[src/rtl/core/spwm_pkg.sv]
// ----------------------------------------------------------------------------
// spwm_pkg
// Shared types and register map constants for the six-channel PWM unit.
// ----------------------------------------------------------------------------
package spwm_pkg;

    typedef enum logic [1:0] {
        OP_TICK  = 2'd0,
        OP_WRITE = 2'd1,
        OP_READ  = 2'd2
    } t_opcode;

    localparam int OFS_BITS  = 7;
    localparam int SUB_BITS  = 4;
    localparam int CH_BITS   = OFS_BITS - SUB_BITS;
    localparam int CTRL_BITS = 4;
    localparam int DIV_BITS  = 8;
    localparam int DATA_BITS = 16;

    localparam logic [OFS_BITS-1:0] REG_ENABLE = 7'h60;
    localparam logic [OFS_BITS-1:0] REG_CLKDIV = 7'h61;
    localparam logic [OFS_BITS-1:0] REG_STATUS = 7'h62;
    localparam logic [OFS_BITS-1:0] REG_IMASK  = 7'h63;

    localparam logic [SUB_BITS-1:0] OFS_PERIOD = 4'h0;
    localparam logic [SUB_BITS-1:0] OFS_DUTY   = 4'h2;
    localparam logic [SUB_BITS-1:0] OFS_CTRL   = 4'h4;

    // control word bit positions
    localparam int CTL_EN  = 0;
    localparam int CTL_POL = 1;
    localparam int CTL_IE  = 2;

    typedef struct packed {
        logic fire;
        logic gate;
        logic wr_period;
        logic wr_duty;
        logic wr_ctrl;
    } t_chan_cmd;

    typedef struct packed {
        logic wrap;
        logic level;
    } t_chan_stat;

endpackage

[src/rtl/core/spwm_channel.sv]
// ----------------------------------------------------------------------------
// spwm_channel
// One PWM channel: period, duty, control and counter with its compare.
// ----------------------------------------------------------------------------
module spwm_channel #(
    parameter int COUNT_BITS = 16
) (
    input  logic                            i_clk,
    input  logic                            i_rst_n,
    input  spwm_pkg::t_chan_cmd             i_cmd,
    input  logic [COUNT_BITS-1:0]           i_wdata,
    output spwm_pkg::t_chan_stat            o_stat,
    output logic [COUNT_BITS-1:0]           o_period,
    output logic [COUNT_BITS-1:0]           o_duty,
    output logic [spwm_pkg::CTRL_BITS-1:0]  o_ctrl
);
    import spwm_pkg::*;

    logic [COUNT_BITS-1:0] r_period, n_period;
    logic [COUNT_BITS-1:0] r_duty,   n_duty;
    logic [COUNT_BITS-1:0] r_count,  n_count;
    logic [CTRL_BITS-1:0]  r_ctrl,   n_ctrl;
    logic                  running;
    logic                  wrap;

    assign running = i_cmd.gate & r_ctrl[CTL_EN];

    always_comb begin
        n_period = i_cmd.wr_period ? i_wdata : r_period;
        n_ctrl   = i_cmd.wr_ctrl ? i_wdata[CTRL_BITS-1:0] : r_ctrl;
        n_duty   = r_duty;
        if (i_cmd.wr_duty) begin
            n_duty = (i_wdata > r_period) ? r_period : i_wdata;
        end
        n_count = r_count;
        wrap    = 1'b0;
        if (i_cmd.fire && running) begin
            if (r_count >= r_period) begin
                n_count = '0;
                wrap    = r_ctrl[CTL_IE];
            end else begin
                n_count = r_count + 1'b1;
            end
        end
    end

    always_ff @(posedge i_clk) begin
        if (!i_rst_n) begin
            r_period <= '0;
            r_duty   <= '0;
            r_count  <= '0;
            r_ctrl   <= '0;
        end else begin
            r_period <= n_period;
            r_duty   <= n_duty;
            r_count  <= n_count;
            r_ctrl   <= n_ctrl;
        end
    end

    assign o_stat.wrap  = wrap;
    assign o_stat.level = i_cmd.gate & n_ctrl[CTL_EN] & ((n_count < n_duty) ^ n_ctrl[CTL_POL]);
    assign o_period     = r_period;
    assign o_duty       = r_duty;
    assign o_ctrl       = r_ctrl;

endmodule

[src/rtl/core/six_channel_pwm_peripheral_unit.sv]
// ----------------------------------------------------------------------------
// six_channel_pwm_peripheral_unit
// Multi-channel PWM timer with a byte/halfword register file.
// ----------------------------------------------------------------------------
// Usage:
//   Input channel (i_valid/o_ready) carries one item: a tick, a register
//   write or a register read (i_opcode, i_reg_offset, i_write_data).
//   Output channel (o_valid/i_ready) returns exactly one item per input item:
//   read data (zero unless a read), the PWM line levels and the interrupt
//   line, all as they stand after that item.
//   Accepted items are registered. Throughput: 1 item per cycle while
//   o_ready is high, set by the state update of prescaler and channels.
//   A two-entry output buffer (output register plus skid register) keeps
//   o_ready high for one more item while the receiver stalls; o_ready drops
//   only while both entries are full.
//   Reset (i_rst_n low, synchronous) clears the register file, counters, the
//   prescaler, interrupt status and mask, and empties the output buffer.
//   Register map: channel n at 0x10*n (+0 period, +2 duty, +4 control),
//   0x60 enable mask, 0x61 divider, 0x62 status (write 1 to clear),
//   0x63 interrupt mask.
// ----------------------------------------------------------------------------
module six_channel_pwm_peripheral_unit #(
    parameter int NUM_CHANNELS = 6,
    parameter int COUNT_BITS   = 16
) (
    input  logic                             i_clk,
    input  logic                             i_rst_n,
    input  logic                             i_valid,
    output logic                             o_ready,
    input  logic [1:0]                       i_opcode,
    input  logic [spwm_pkg::OFS_BITS-1:0]    i_reg_offset,
    input  logic [spwm_pkg::DATA_BITS-1:0]   i_write_data,
    output logic                             o_valid,
    input  logic                             i_ready,
    output logic [spwm_pkg::DATA_BITS-1:0]   o_read_data,
    output logic [NUM_CHANNELS-1:0]          o_pwm_lines,
    output logic                             o_irq_line
);
    import spwm_pkg::*;

    localparam int NUM_SLOTS = 2 ** CH_BITS;

    logic                    accept;
    logic [CH_BITS-1:0]      ch;
    logic [SUB_BITS-1:0]     sub;
    logic                    glob_hit;
    logic                    is_tick;
    logic                    is_write;
    logic                    is_read;
    logic                    fire;

    logic [NUM_CHANNELS-1:0] r_mask,   n_mask;
    logic [DIV_BITS-1:0]     r_div,    n_div;
    logic [DIV_BITS-1:0]     r_presc,  n_presc;
    logic [NUM_CHANNELS-1:0] r_status, n_status;
    logic [NUM_CHANNELS-1:0] r_imask,  n_imask;

    logic [NUM_CHANNELS-1:0] wrap_vec;
    logic [NUM_CHANNELS-1:0] level_vec;
    logic [DATA_BITS-1:0]    rd_period [NUM_SLOTS];
    logic [DATA_BITS-1:0]    rd_duty   [NUM_SLOTS];
    logic [DATA_BITS-1:0]    rd_ctrl   [NUM_SLOTS];
    logic [DATA_BITS-1:0]    read_val;

    logic                    r_out_valid, n_out_valid;
    logic                    r_skid_valid, n_skid_valid;
    logic                    load_out_new;
    logic                    load_out_skid;
    logic                    load_skid;
    logic [DATA_BITS-1:0]    r_out_rdata,  r_skid_rdata;
    logic [NUM_CHANNELS-1:0] r_out_pwm,    r_skid_pwm;
    logic                    r_out_irq,    r_skid_irq;
    logic                    new_irq;

    assign o_ready  = !r_skid_valid;
    assign accept   = i_valid & o_ready;
    assign ch       = i_reg_offset[OFS_BITS-1:SUB_BITS];
    assign sub      = i_reg_offset[SUB_BITS-1:0];
    assign glob_hit = (i_reg_offset == REG_ENABLE) || (i_reg_offset == REG_CLKDIV) ||
                      (i_reg_offset == REG_STATUS) || (i_reg_offset == REG_IMASK);
    assign is_tick  = accept && (i_opcode == OP_TICK);
    assign is_write = accept && (i_opcode == OP_WRITE);
    assign is_read  = accept && (i_opcode == OP_READ);

    // prescaler
    assign fire = is_tick && (r_presc >= r_div);

    always_comb begin
        n_presc = r_presc;
        if (is_tick) begin
            n_presc = fire ? '0 : r_presc + 1'b1;
        end
    end

    // global register writes
    always_comb begin
        n_mask  = r_mask;
        n_div   = r_div;
        n_imask = r_imask;
        if (is_write) begin
            unique case (i_reg_offset)
                REG_ENABLE: n_mask  = i_write_data[NUM_CHANNELS-1:0];
                REG_CLKDIV: n_div   = i_write_data[DIV_BITS-1:0];
                REG_IMASK:  n_imask = i_write_data[NUM_CHANNELS-1:0];
                default: ;
            endcase
        end
    end

    always_comb begin
        n_status = r_status | wrap_vec;
        if (is_write && (i_reg_offset == REG_STATUS)) begin
            n_status = r_status & ~i_write_data[NUM_CHANNELS-1:0];
        end
    end

    // channels
    for (genvar n = 0; n < NUM_SLOTS; n++) begin : g_chan
        if (n < NUM_CHANNELS) begin : g_on
            t_chan_cmd             cmd;
            t_chan_stat            stat;
            logic [COUNT_BITS-1:0] period;
            logic [COUNT_BITS-1:0] duty;
            logic [CTRL_BITS-1:0]  ctrl;
            logic                  sel;

            assign sel           = is_write && !glob_hit && (ch == CH_BITS'(n));
            assign cmd.fire      = fire;
            assign cmd.gate      = n_mask[n];
            assign cmd.wr_period = sel && (sub == OFS_PERIOD);
            assign cmd.wr_duty   = sel && (sub == OFS_DUTY);
            assign cmd.wr_ctrl   = sel && (sub == OFS_CTRL);

            spwm_channel #(
                .COUNT_BITS(COUNT_BITS)
            ) u_chan (
                .i_clk    (i_clk),
                .i_rst_n  (i_rst_n),
                .i_cmd    (cmd),
                .i_wdata  (COUNT_BITS'(i_write_data)),
                .o_stat   (stat),
                .o_period (period),
                .o_duty   (duty),
                .o_ctrl   (ctrl)
            );

            assign wrap_vec[n]  = stat.wrap;
            assign level_vec[n] = stat.level;
            assign rd_period[n] = DATA_BITS'(period);
            assign rd_duty[n]   = DATA_BITS'(duty);
            assign rd_ctrl[n]   = DATA_BITS'(ctrl);
        end else begin : g_off
            assign rd_period[n] = '0;
            assign rd_duty[n]   = '0;
            assign rd_ctrl[n]   = '0;
        end
    end

    // register read
    always_comb begin
        read_val = '0;
        if (is_read) begin
            if (glob_hit) begin
                unique case (i_reg_offset)
                    REG_ENABLE: read_val = DATA_BITS'(r_mask);
                    REG_CLKDIV: read_val = DATA_BITS'(r_div);
                    REG_STATUS: read_val = DATA_BITS'(r_status);
                    REG_IMASK:  read_val = DATA_BITS'(r_imask);
                    default:    read_val = '0;
                endcase
            end else begin
                unique case (sub)
                    OFS_PERIOD: read_val = rd_period[ch];
                    OFS_DUTY:   read_val = rd_duty[ch];
                    OFS_CTRL:   read_val = rd_ctrl[ch];
                    default:    read_val = '0;
                endcase
            end
        end
    end

    assign new_irq = |(n_status & ~n_imask);

    always_ff @(posedge i_clk) begin
        if (!i_rst_n) begin
            r_mask   <= '0;
            r_div    <= '0;
            r_presc  <= '0;
            r_status <= '0;
            r_imask  <= '0;
        end else begin
            r_mask   <= n_mask;
            r_div    <= n_div;
            r_presc  <= n_presc;
            r_status <= n_status;
            r_imask  <= n_imask;
        end
    end

    // output register and skid register
    always_comb begin
        load_out_skid = r_skid_valid && i_ready;
        load_out_new  = accept && (!r_out_valid || i_ready);
        load_skid     = accept && r_out_valid && !i_ready;
        n_out_valid   = r_out_valid;
        n_skid_valid  = r_skid_valid;
        if (load_out_skid) begin
            n_skid_valid = 1'b0;
        end else if (load_out_new) begin
            n_out_valid = 1'b1;
        end else if (load_skid) begin
            n_skid_valid = 1'b1;
        end else if (i_ready) begin
            n_out_valid = 1'b0;
        end
    end

    always_ff @(posedge i_clk) begin
        if (!i_rst_n) begin
            r_out_valid  <= 1'b0;
            r_skid_valid <= 1'b0;
        end else begin
            r_out_valid  <= n_out_valid;
            r_skid_valid <= n_skid_valid;
        end
    end

    always_ff @(posedge i_clk) begin
        if (load_out_skid) begin
            r_out_rdata <= r_skid_rdata;
            r_out_pwm   <= r_skid_pwm;
            r_out_irq   <= r_skid_irq;
        end else if (load_out_new) begin
            r_out_rdata <= read_val;
            r_out_pwm   <= level_vec;
            r_out_irq   <= new_irq;
        end
        if (load_skid) begin
            r_skid_rdata <= read_val;
            r_skid_pwm   <= level_vec;
            r_skid_irq   <= new_irq;
        end
    end

    assign o_valid     = r_out_valid;
    assign o_read_data = r_out_rdata;
    assign o_pwm_lines = r_out_pwm;
    assign o_irq_line  = r_out_irq;

    a_skid_implies_out: assert property (@(posedge i_clk) disable iff (!i_rst_n)
        r_skid_valid |-> r_out_valid)
        else $error("skid entry held without output entry");

    a_presc_step: assert property (@(posedge i_clk) disable iff (!i_rst_n)
        (i_rst_n && is_tick && (r_presc < r_div)) |=> (r_presc == $past(r_presc) + 1'b1))
        else $error("prescaler failed to advance");

    a_status_clear: assert property (@(posedge i_clk) disable iff (!i_rst_n)
        (i_rst_n && is_write && (i_reg_offset == REG_STATUS))
            |=> ((r_status & $past(i_write_data[NUM_CHANNELS-1:0])) == '0))
        else $error("status bit not cleared by write of one");

    a_no_fire_off_tick: assert property (@(posedge i_clk) disable iff (!i_rst_n)
        (r_status & ~$past(r_status)) != '0 |-> $past(fire))
        else $error("status bit set without a prescaler fire");

endmodule
[config.mk]
export PLATFORM = sky130hd
export DESIGN_NAME = six_channel_pwm_peripheral_unit
export DESIGN_NICKNAME = d
export VERILOG_FILES = /design/src/rtl/core/spwm_pkg.sv /design/src/rtl/core/spwm_channel.sv /design/src/rtl/core/six_channel_pwm_peripheral_unit.sv
export SDC_FILE = /design/constraint.sdc
export NUM_CORES = 1
export LEC_CHECK = 0
export BUFFER_PORTS_ARGS = -buffer_cell sky130_fd_sc_hd__buf_2
export CORE_ASPECT_RATIO = 1.25
export CORE_MARGIN = 8
export CORE_UTILIZATION = 50
export CTS_CLUSTER_DIAMETER = 50
export DETAILED_ROUTE_END_ITERATION = 7
export HOLD_SLACK_MARGIN = 0.05
export PLACE_DENSITY = 0.78
export SLEW_MARGIN = 20
export SYNTH_ARGS = -nofsm -noshare
export SYNTH_HDL_FRONTEND = slang
export SYNTH_SLANG_ARGS = --single-unit
[constraint.sdc]
create_clock -name i_clk -period 5.4 [get_ports i_clk]
set_input_delay 0.27 -clock i_clk [delete_from_list [all_inputs] [get_ports i_clk]]
set_output_delay 0.27 -clock i_clk [all_outputs]
set_load 0.1 [all_outputs]
==> impl_metrics.prom, run 1 <==
# TYPE chip_impl_metric gauge
chip_impl_metric{name="detail_route.vias_per_cell",unit=""} 6.19
chip_impl_metric{name="fp.coreArea",unit="um^2"} 52300
chip_impl_metric{name="maxCapViolations",unit=""} 0
chip_impl_metric{name="yosys_register_bits",unit=""} 394
chip_impl_metric{name="dpl_worst_slack",unit="ps"} 383
chip_impl_metric{name="design.portCount",unit=""} 54
chip_impl_metric{name="proportion_of_layout_cells_with_a_drive_suffix_above_1",unit="%"} 9.49
chip_impl_metric{name="power.density_cell_area",unit="nW/um^2"} 233
chip_impl_metric{name="worst_hold_path.num_cells",unit=""} 3
chip_impl_metric{name="globalRoute.totalOverflow",unit=""} 0
chip_impl_metric{name="htree_levels",unit=""} 2
chip_impl_info{name="worstSetupStartpoint",value="g_chan[3].g_on.u_chan.o_period[7]$_SDFFE_PN0P_"} 1
chip_impl_metric{name="critPathMaxFanout",unit=""} 14
chip_impl_metric{name="totalWireLength",unit="um"} 82400
chip_impl_metric{name="worstMarginPinSlew",unit="ps"} 978
chip_impl_metric{name="whs",unit="ps"} 112
chip_impl_info{name="yosysMostFrequentCell",value="dfxtp_1"} 1
chip_impl_metric{name="std_cell_rows",unit=""} 94
chip_impl_info{name="timing.critical_path.max_delay_family",value="compound AO/OA/AOI/OAI gates"} 1
chip_impl_metric{name="reg2reg_setup_slack",unit="ps"} 370
chip_impl_metric{name="initial_utilization",unit="%"} 50.2
chip_impl_info{name="synthDominantAreaCellType",value="dfxtp_1"} 1
chip_impl_info{name="dominantRegCellSynth",value="dfxtp_1"} 1
chip_impl_metric{name="clock_sink_count",unit=""} 394
chip_impl_info{name="tritoncts",value="yes"} 1
chip_impl_metric{name="globalplace.congestion",unit=""} 1.05
chip_impl_metric{name="grt_start_max_net_pins",unit=""} 181
chip_impl_metric{name="ys_seq_area_share",unit="%"} 31.8
chip_impl_metric{name="finalMaxSlewViolations",unit=""} 0
chip_impl_info{name="synth_top_cells_by_area",value="dfxtp_1, ha_1, mux2i_1"} 1
chip_impl_metric{name="initialDrtViolationCount",unit=""} 2054
chip_impl_metric{name="post_layout_nonfiller_instances",unit=""} 3692
chip_impl_metric{name="worst_path_clk_slew",unit="ps"} 60
chip_impl_metric{name="yosysWarningCount",unit=""} 0
chip_impl_info{name="kind_of_end_point_of_the_critical_path",value="flip-flop"} 1
chip_impl_metric{name="port-buffer-count",unit=""} 53
chip_impl_metric{name="area.growth.synth_to_final",unit="%"} 10.4
chip_impl_metric{name="number_of_remaining_drc_errors",unit=""} 0
chip_impl_metric{name="leakage_power",unit="nW"} 11.2
chip_impl_metric{name="worst-endpoint-required",unit="ps"} 5740
chip_impl_metric{name="max-slew-margin-rel",unit="%"} 34.8
chip_impl_metric{name="synthesis.area",unit="um^2"} 26300
chip_impl_metric{name="synth_edf_count",unit=""} 46
chip_impl_metric{name="routedWlPerCell",unit="um"} 22.3
chip_impl_metric{name="dr_total_vias",unit=""} 22900
chip_impl_metric{name="critical_path_arrival",unit="ps"} 5370
chip_impl_info{name="reg2reg_to",value="o_pwm_lines[3]$_DFFE_PP_"} 1
chip_impl_metric{name="final_cell_area",unit="um^2"} 29000
chip_impl_metric{name="grt_usage",unit="%"} 26.3
chip_impl_metric{name="post_synth_num_cell_types",unit=""} 83
chip_impl_info{name="ctsRootBufferMaster",value="clkbuf_16"} 1
chip_impl_metric{name="grt_pass1_wl",unit="um"} 125000
chip_impl_metric{name="post_route_setup_tns",unit="ps"} 0
chip_impl_info{name="critPathSlowestCell",value="a31o_2"} 1
chip_impl_info{name="worstPathCellList",value="inv_1 > ha_1 > a21oi_1 > o21ai_0 > a221oi_1 > a31o_2 > mux2i_1 > nor2_1 > a21oi_1 > ha_1 > a21o_1 > a21o_1 > a21oi_1 > o21ai_0 > or2_2 > o41ai_2 > xor2_1 > o31ai_1"} 1
chip_impl_info{name="critical_path.reg2reg.startpoint",value="g_chan[3].g_on.u_chan.o_period[7]$_SDFFE_PN0P_"} 1
chip_impl_metric{name="yosysTopAreaCellShare",unit="%"} 26.5
chip_impl_metric{name="critical-path-max-stage-delay",unit="ps"} 580
chip_impl_metric{name="fin_crit_sh",unit="%"} 93.2
chip_impl_metric{name="total_power",unit="mW"} 6.77
chip_impl_metric{name="finalClockSkew",unit="ps"} 24.9
chip_impl_metric{name="crit_buf_inv",unit=""} 1
chip_impl_metric{name="antenna_found_initial",unit=""} 10
chip_impl_info{name="crit_path_launch_type",value="flip-flop"} 1
chip_impl_info{name="worst_hold_path.endpoint",value="o_valid$_SDFFE_PN0P_"} 1
chip_impl_metric{name="setup_ws",unit="ps"} 370
chip_impl_metric{name="die_width",unit="um"} 221
chip_impl_metric{name="drt_pass1_iterations",unit=""} 6
chip_impl_metric{name="finalCoreUtilization",unit="%"} 55.4
chip_impl_metric{name="highest_clock_rate",unit="GHz"} 0.199
chip_impl_metric{name="hold_viol",unit=""} 0
chip_impl_info{name="min_from",value="i_valid"} 1
chip_impl_metric{name="layout_min_cycle_time",unit="ps"} 5030
chip_impl_metric{name="die_height",unit="um"} 272
chip_impl_metric{name="placed_area",unit="um^2"} 27400
chip_impl_metric{name="design.final.nets",unit=""} 3311
chip_impl_metric{name="syn_nets",unit=""} 3284
chip_impl_metric{name="synth_cells",unit=""} 2958
chip_impl_info{name="status",value="complete, no violations"} 1
chip_impl_info{name="crit_top_cell",value="a21oi_1"} 1
chip_impl_metric{name="ctsLongestPathBuffers",unit=""} 3
chip_impl_metric{name="cts_buffers",unit=""} 45
chip_impl_info{name="grt_setup_unrepaired",value="false"} 1
chip_impl_metric{name="hpwl",unit="um"} 63100
chip_impl_metric{name="ff2ff_path_depth",unit=""} 18
chip_impl_info{name="min_path_type",value="primary input to flip-flop"} 1
chip_impl_metric{name="dp.cells",unit=""} 3609
chip_impl_metric{name="grt_pass1_vias",unit=""} 21800
chip_impl_metric{name="ir_drop",unit="uV"} 204
chip_impl_info{name="setup.worst_path.class",value="flip-flop to flip-flop"} 1
chip_impl_metric{name="async_flop_share",unit="%"} 0
chip_impl_metric{name="worstSkewPairLatency",unit="ps"} 600
chip_impl_metric{name="report.final.setup_viol",unit=""} 0
chip_impl_metric{name="drt.antenna.violating_nets",unit=""} 0
chip_impl_metric{name="area_of_the_die",unit="um^2"} 60200
chip_impl_metric{name="syn-mean-instance-area",unit="um^2"} 8.89
chip_impl_info{name="synth_commonest_cells",value="dfxtp_1, ha_1, nor2_1"} 1
## cell families (layout without fill, tap and decap cells)
kind of cell	count (synthesis)	in the layout	share of synthesized area, %
other	0	5	0
adder cells (fa/ha/maj)	297	297	14.1
flip-flops	394	394	31.8
multiplexers	277	277	12.3
XOR/XNOR	69	69	2.30
AND/OR/NAND/NOR	1049	1049	20.9
AO/OA/AOI/OAI	582	582	14.2
buffers and inverters	290	347	4.35
## cell usage in the layout (no fill, tap or decap), types with 40 or more instances in the layout
cell       count
a21o_1        49
a21oi_1      184
and2_1        82
buf_2         51
buf_4         78
clkbuf_16     45
dfxtp_1      348
edfxtp_1      46
ha_1         297
inv_1        136
mux2i_1      238
nand2_1      172
nand3_1       73
nand4_1       68
nor2_1       244
nor2b_1      234
o21ai_0      141
xor2_1        40
## power breakdown
group | internal (mW) | switching (mW) | leakage [nW]
clock network | 1.94 | 1.31 | 0.749
logic | 0.169 | 0.369 | 7.22
registers | 2.98 | 0.00694 | 3.22
total | 5.09 | 1.69 | 11.2
## per-layer routing
metal | global-route usage (%) | routed length, um | up-vias
met1 | 30.5 | 32300 | 10900
met3 | 5.17 | 6060 | 326
met2 | 43.2 | 37600 | 907
met5 | 0 | 68 | -
met4 | 19.3 | 6380 | 10
li1 | - | - | 10700
## state kept, by name, indices dropped and copies added (netlist names), 8 cells and up
signal	count
g_chan.g_on.u_chan.o_period	96
g_chan.g_on.u_chan.r_count	96
r_skid_rdata	16
g_chan.g_on.u_chan.o_ctrl	24
g_chan.g_on.u_chan.o_duty	96
o_read_data	16
r_presc	8
r_div	8
## worst min-delay path, stage by stage
cell and delay [ps]:
buf_2 120, nand2b_1 170, a21boi_0 110
## worst max-delay path by stage
stage | depth (start not counted) | slack, ps | endpoint
after global placement | 20 | 380 | o_pwm_lines[2]$_DFFE_PP_
after CTS | 19 | 440 | o_pwm_lines[2]$_DFFE_PP_
after global routing | 19 | 80 | o_pwm_lines[2]$_DFFE_PP_
final | 18 | 370 | o_pwm_lines[3]$_DFFE_PP_
after detailed placement | 20 | 380 | o_pwm_lines[2]$_DFFE_PP_
after floorplan | 18 | 950 | o_pwm_lines[0]$_DFFE_PP_
## cell type report
type | count | area [um^2]
Clock inverter | 21 | 320
Timing Repair Buffer | 133 | 902
Tap cell | 672 | 841
Sequential cell | 394 | 8350
Clock buffer | 56 | 1220
Antenna cell | 5 | 12.5
Multi-Input combinational cell | 2274 | 16900
Inverter | 137 | 514
Fill cell | 4594 | 23300
## timing repair
action                                 CTS  global route
resized for setup                        0             1
setup buffers                            0             0
setup endpoints to repair                0             1
endpoints found under the hold margin    1             0
hold buffers                             1             0
Power figures use the tool's default switching activity.
==> run 2: changes to the inputs <==
--- a/config.mk
+++ b/config.mk
@@ -8,3 +8,3 @@
 export BUFFER_PORTS_ARGS = -buffer_cell sky130_fd_sc_hd__buf_2
-export CORE_ASPECT_RATIO = 1.25
+export CORE_ASPECT_RATIO = 1.75
 export CORE_MARGIN = 8
==> constraint.sdc (replaced) <==
create_clock -name i_clk -period 5.4 [get_ports i_clk]
set_input_delay 1.62 -clock i_clk [delete_from_list [all_inputs] [get_ports i_clk]]
set_output_delay 1.62 -clock i_clk [all_outputs]
set_load 0.1 [all_outputs]
==> impl_metrics.prom, run 2 (same netlist as run 1, synthesis figures left out) <==
# TYPE chip_impl_metric gauge
chip_impl_info{name="crit_path_launch_type",value="primary input"} 1
chip_impl_metric{name="power_frac_seq",unit="%"} 45.4
chip_impl_metric{name="design.final.nets",unit=""} 3621
chip_impl_metric{name="maxCapViolations",unit=""} 0
chip_impl_metric{name="grt_pass1_vias",unit=""} 24700
chip_impl_info{name="final_common_cell",value="buf_4"} 1
chip_impl_metric{name="max-slew-margin-rel",unit="%"} 40.4
chip_impl_metric{name="die_width",unit="um"} 189
chip_impl_metric{name="globalRoute.totalOverflow",unit=""} 0
chip_impl_metric{name="ir_drop",unit="uV"} 186
chip_impl_metric{name="dr_total_vias",unit=""} 24800
chip_impl_info{name="ctsRootBufferMaster",value="clkbuf_16"} 1
chip_impl_metric{name="pwr-share-clk",unit="%"} 44.3
chip_impl_metric{name="critical_path_arrival",unit="ps"} 5820
chip_impl_metric{name="finalCoreUtilization",unit="%"} 61.8
chip_impl_info{name="tritoncts",value="yes"} 1
chip_impl_info{name="grt_setup_unrepaired",value="true"} 1
chip_impl_metric{name="drt.antenna.violating_nets",unit=""} 0
chip_impl_metric{name="switchingPower",unit="mW"} 1.71
chip_impl_metric{name="grt_usage",unit="%"} 30.9
chip_impl_metric{name="initial_utilization",unit="%"} 50.3
chip_impl_info{name="worstSetupStartpoint",value="i_write_data[7]"} 1
chip_impl_metric{name="worst_path_clk_slew",unit="ps"} 70
chip_impl_metric{name="hpwl",unit="um"} 74000
chip_impl_info{name="kind_of_end_point_of_the_critical_path",value="flip-flop"} 1
chip_impl_metric{name="worst-endpoint-required",unit="ps"} 5700
chip_impl_metric{name="worstMarginPinSlew",unit="ps"} 894
chip_impl_metric{name="proportion_of_layout_cells_with_a_drive_suffix_above_1",unit="%"} 21.1
chip_impl_metric{name="totalWireLength",unit="um"} 97600
chip_impl_metric{name="finalClockSkew",unit="ps"} 30.0
chip_impl_metric{name="grt_pass1_wl",unit="um"} 143000
chip_impl_metric{name="power.density_cell_area",unit="nW/um^2"} 204
chip_impl_info{name="layout_common_cells",value="buf_4, dfxtp_1, ha_1"} 1
chip_impl_metric{name="reg2reg_setup_slack",unit="ps"} 420
chip_impl_metric{name="design.portCount",unit=""} 54
chip_impl_metric{name="setup_ws",unit="ps"} -117
chip_impl_metric{name="routedWlPerCell",unit="um"} 24.4
chip_impl_info{name="cp-endpoint",value="o_pwm_lines[4]$_DFFE_PP_"} 1
chip_impl_metric{name="hold_viol",unit=""} 0
chip_impl_metric{name="antenna_found_initial",unit=""} 2
chip_impl_info{name="critical_path.reg2reg.startpoint",value="r_presc[0]$_SDFFE_PN0P_"} 1
chip_impl_info{name="reg2reg_to",value="o_pwm_lines[2]$_DFFE_PP_"} 1
chip_impl_metric{name="cts_buffers",unit=""} 39
chip_impl_metric{name="initialDrtViolationCount",unit=""} 1900
chip_impl_metric{name="ctsLongestPathBuffers",unit=""} 3
chip_impl_metric{name="globalplace.congestion",unit=""} 1.10
chip_impl_metric{name="fp.coreArea",unit="um^2"} 52200
chip_impl_metric{name="highest_clock_rate",unit="GHz"} 0.181
chip_impl_metric{name="layout_min_cycle_time",unit="ps"} 5520
chip_impl_metric{name="worst_hold_path.num_cells",unit=""} 2
chip_impl_metric{name="htree_levels",unit=""} 2
chip_impl_info{name="min_path_type",value="flip-flop to flip-flop"} 1
chip_impl_metric{name="critPathMaxFanout",unit=""} 8
chip_impl_metric{name="total_power",unit="mW"} 6.57
chip_impl_metric{name="grt_start_max_net_pins",unit=""} 95
chip_impl_metric{name="std_cell_rows",unit=""} 111
chip_impl_metric{name="p_sw_share",unit="%"} 25.9
chip_impl_metric{name="port-buffer-count",unit=""} 53
chip_impl_metric{name="clock_sink_count",unit=""} 394
chip_impl_metric{name="detail_route.vias_per_cell",unit=""} 6.19
chip_impl_metric{name="area.growth.synth_to_final",unit="%"} 22.8
chip_impl_info{name="failed_checks",value="setup timing"} 1
chip_impl_metric{name="finalMaxSlewViolations",unit=""} 0
chip_impl_info{name="setup.worst_path.class",value="primary input to flip-flop"} 1
chip_impl_metric{name="share_comb_of_total_power",unit="%"} 10.3
chip_impl_metric{name="fin_crit_sh",unit="%"} 102
chip_impl_metric{name="leakage_power",unit="nW"} 12.8
chip_impl_metric{name="post_route_setup_tns",unit="ps"} -210
chip_impl_info{name="status",value="finished, violations left"} 1
chip_impl_metric{name="ff2ff_path_depth",unit=""} 22
chip_impl_metric{name="worstSkewPairLatency",unit="ps"} 570
chip_impl_metric{name="area_of_the_die",unit="um^2"} 60500
chip_impl_metric{name="internal_power",unit="mW"} 4.87
chip_impl_metric{name="drt_pass1_iterations",unit=""} 6
chip_impl_metric{name="report.final.setup_viol",unit=""} 3
chip_impl_metric{name="number_of_remaining_drc_errors",unit=""} 0
chip_impl_metric{name="die_height",unit="um"} 319
chip_impl_metric{name="whs",unit="ps"} 493
run 2: worst max-delay path: stages:
cell      delay [ps]
buf_2            130
buf_12           150
ha_4             270
nand4_1          110
nor3_1           190
buf_4            170
buf_4            100
nand4_1          340
o31a_1           270
buf_12           150
buf_12           130
mux2i_1          110
nor2_1           150
a21oi_2           60
ha_1             320
a211oi_2         230
o21ai_1          100
o211ai_1         250
o211a_1          280
o2111a_1         190
a21oi_1           90
xnor2_1          280
o31ai_1          110
run 2: how the worst min path moves through the flow:
stage	startpoint	end
floorplan	g_chan[2].g_on.u_chan.o_ctrl[3]$_SDFFE_PN0P_	g_chan[2].g_on.u_chan.o_ctrl[3]$_SDFFE_PN0P_
detailed placement	g_chan[3].g_on.u_chan.o_ctrl[3]$_SDFFE_PN0P_	g_chan[3].g_on.u_chan.o_ctrl[3]$_SDFFE_PN0P_
global route	r_div[7]$_SDFFE_PN0P_	r_div[7]$_SDFFE_PN0P_
CTS	g_chan[3].g_on.u_chan.o_ctrl[3]$_SDFFE_PN0P_	g_chan[3].g_on.u_chan.o_ctrl[3]$_SDFFE_PN0P_
global placement	g_chan[2].g_on.u_chan.o_ctrl[3]$_SDFFE_PN0P_	g_chan[2].g_on.u_chan.o_ctrl[3]$_SDFFE_PN0P_
finish	g_chan[3].g_on.u_chan.o_ctrl[3]$_SDFFE_PN0P_	g_chan[3].g_on.u_chan.o_ctrl[3]$_SDFFE_PN0P_
run 2: final cells by class:
class                           instances  area (um^2)
Antenna cell                            2         5.00
Clock buffer                           54         1100
Clock inverter                         18          213
Fill cell                            4288        19900
Inverter                              137          518
Multi-Input combinational cell       2276        17600
Sequential cell                       394         8350
Tap cell                              678          848
Timing Repair Buffer                  447         3660
run 2: layer usage:
metal,wire (um),vias to the layer above,GRT usage [%]
li1,-,11300,-
met1,32300,11800,30.1
met2,47100,1195,53.6
met3,6620,522,5.68
met4,11500,0,30.2
met5,0,-,0
run 2: what timing repair did:
| item | 4_1_cts | 5_1_grt |
|---|---|---|
| endpoints found under the setup margin | 12 | 12 |
| pin swaps | 11 | 59 |
| hold buffers | 0 | 0 |
| setup buffers | 3 | 23 |
| gates cloned | 1 | 4 |
| resized for setup | 31 | 163 |
| endpoints found under the hold margin | 0 | 0 |
run 2: power groups by stage:
| stage | logic [mW] | clock network (mW) | registers, mW |
|---|---|---|---|
| floorplan | 0.279 | 0 | 3.13 |
| global placement | 0.602 | 0 | 3.05 |
| detailed placement | 0.608 | 0 | 3.05 |
| CTS | 0.616 | 2.92 | 2.98 |
| global route | 0.705 | 3.02 | 2.98 |
| finish | 0.677 | 2.92 | 2.98 |
run 2: per-stage QoR:
step | setup slack, ps | std cells | instance area (um^2)
finish | -117 | 4006 | 32300
global route | -185 | 4004 | 32300
CTS | -8.92 | 3978 | 31400
detailed placement | -779 | 3903 | 29900
global placement | -770 | 3903 | 29900
floorplan | -33.7 | 2958 | 26300
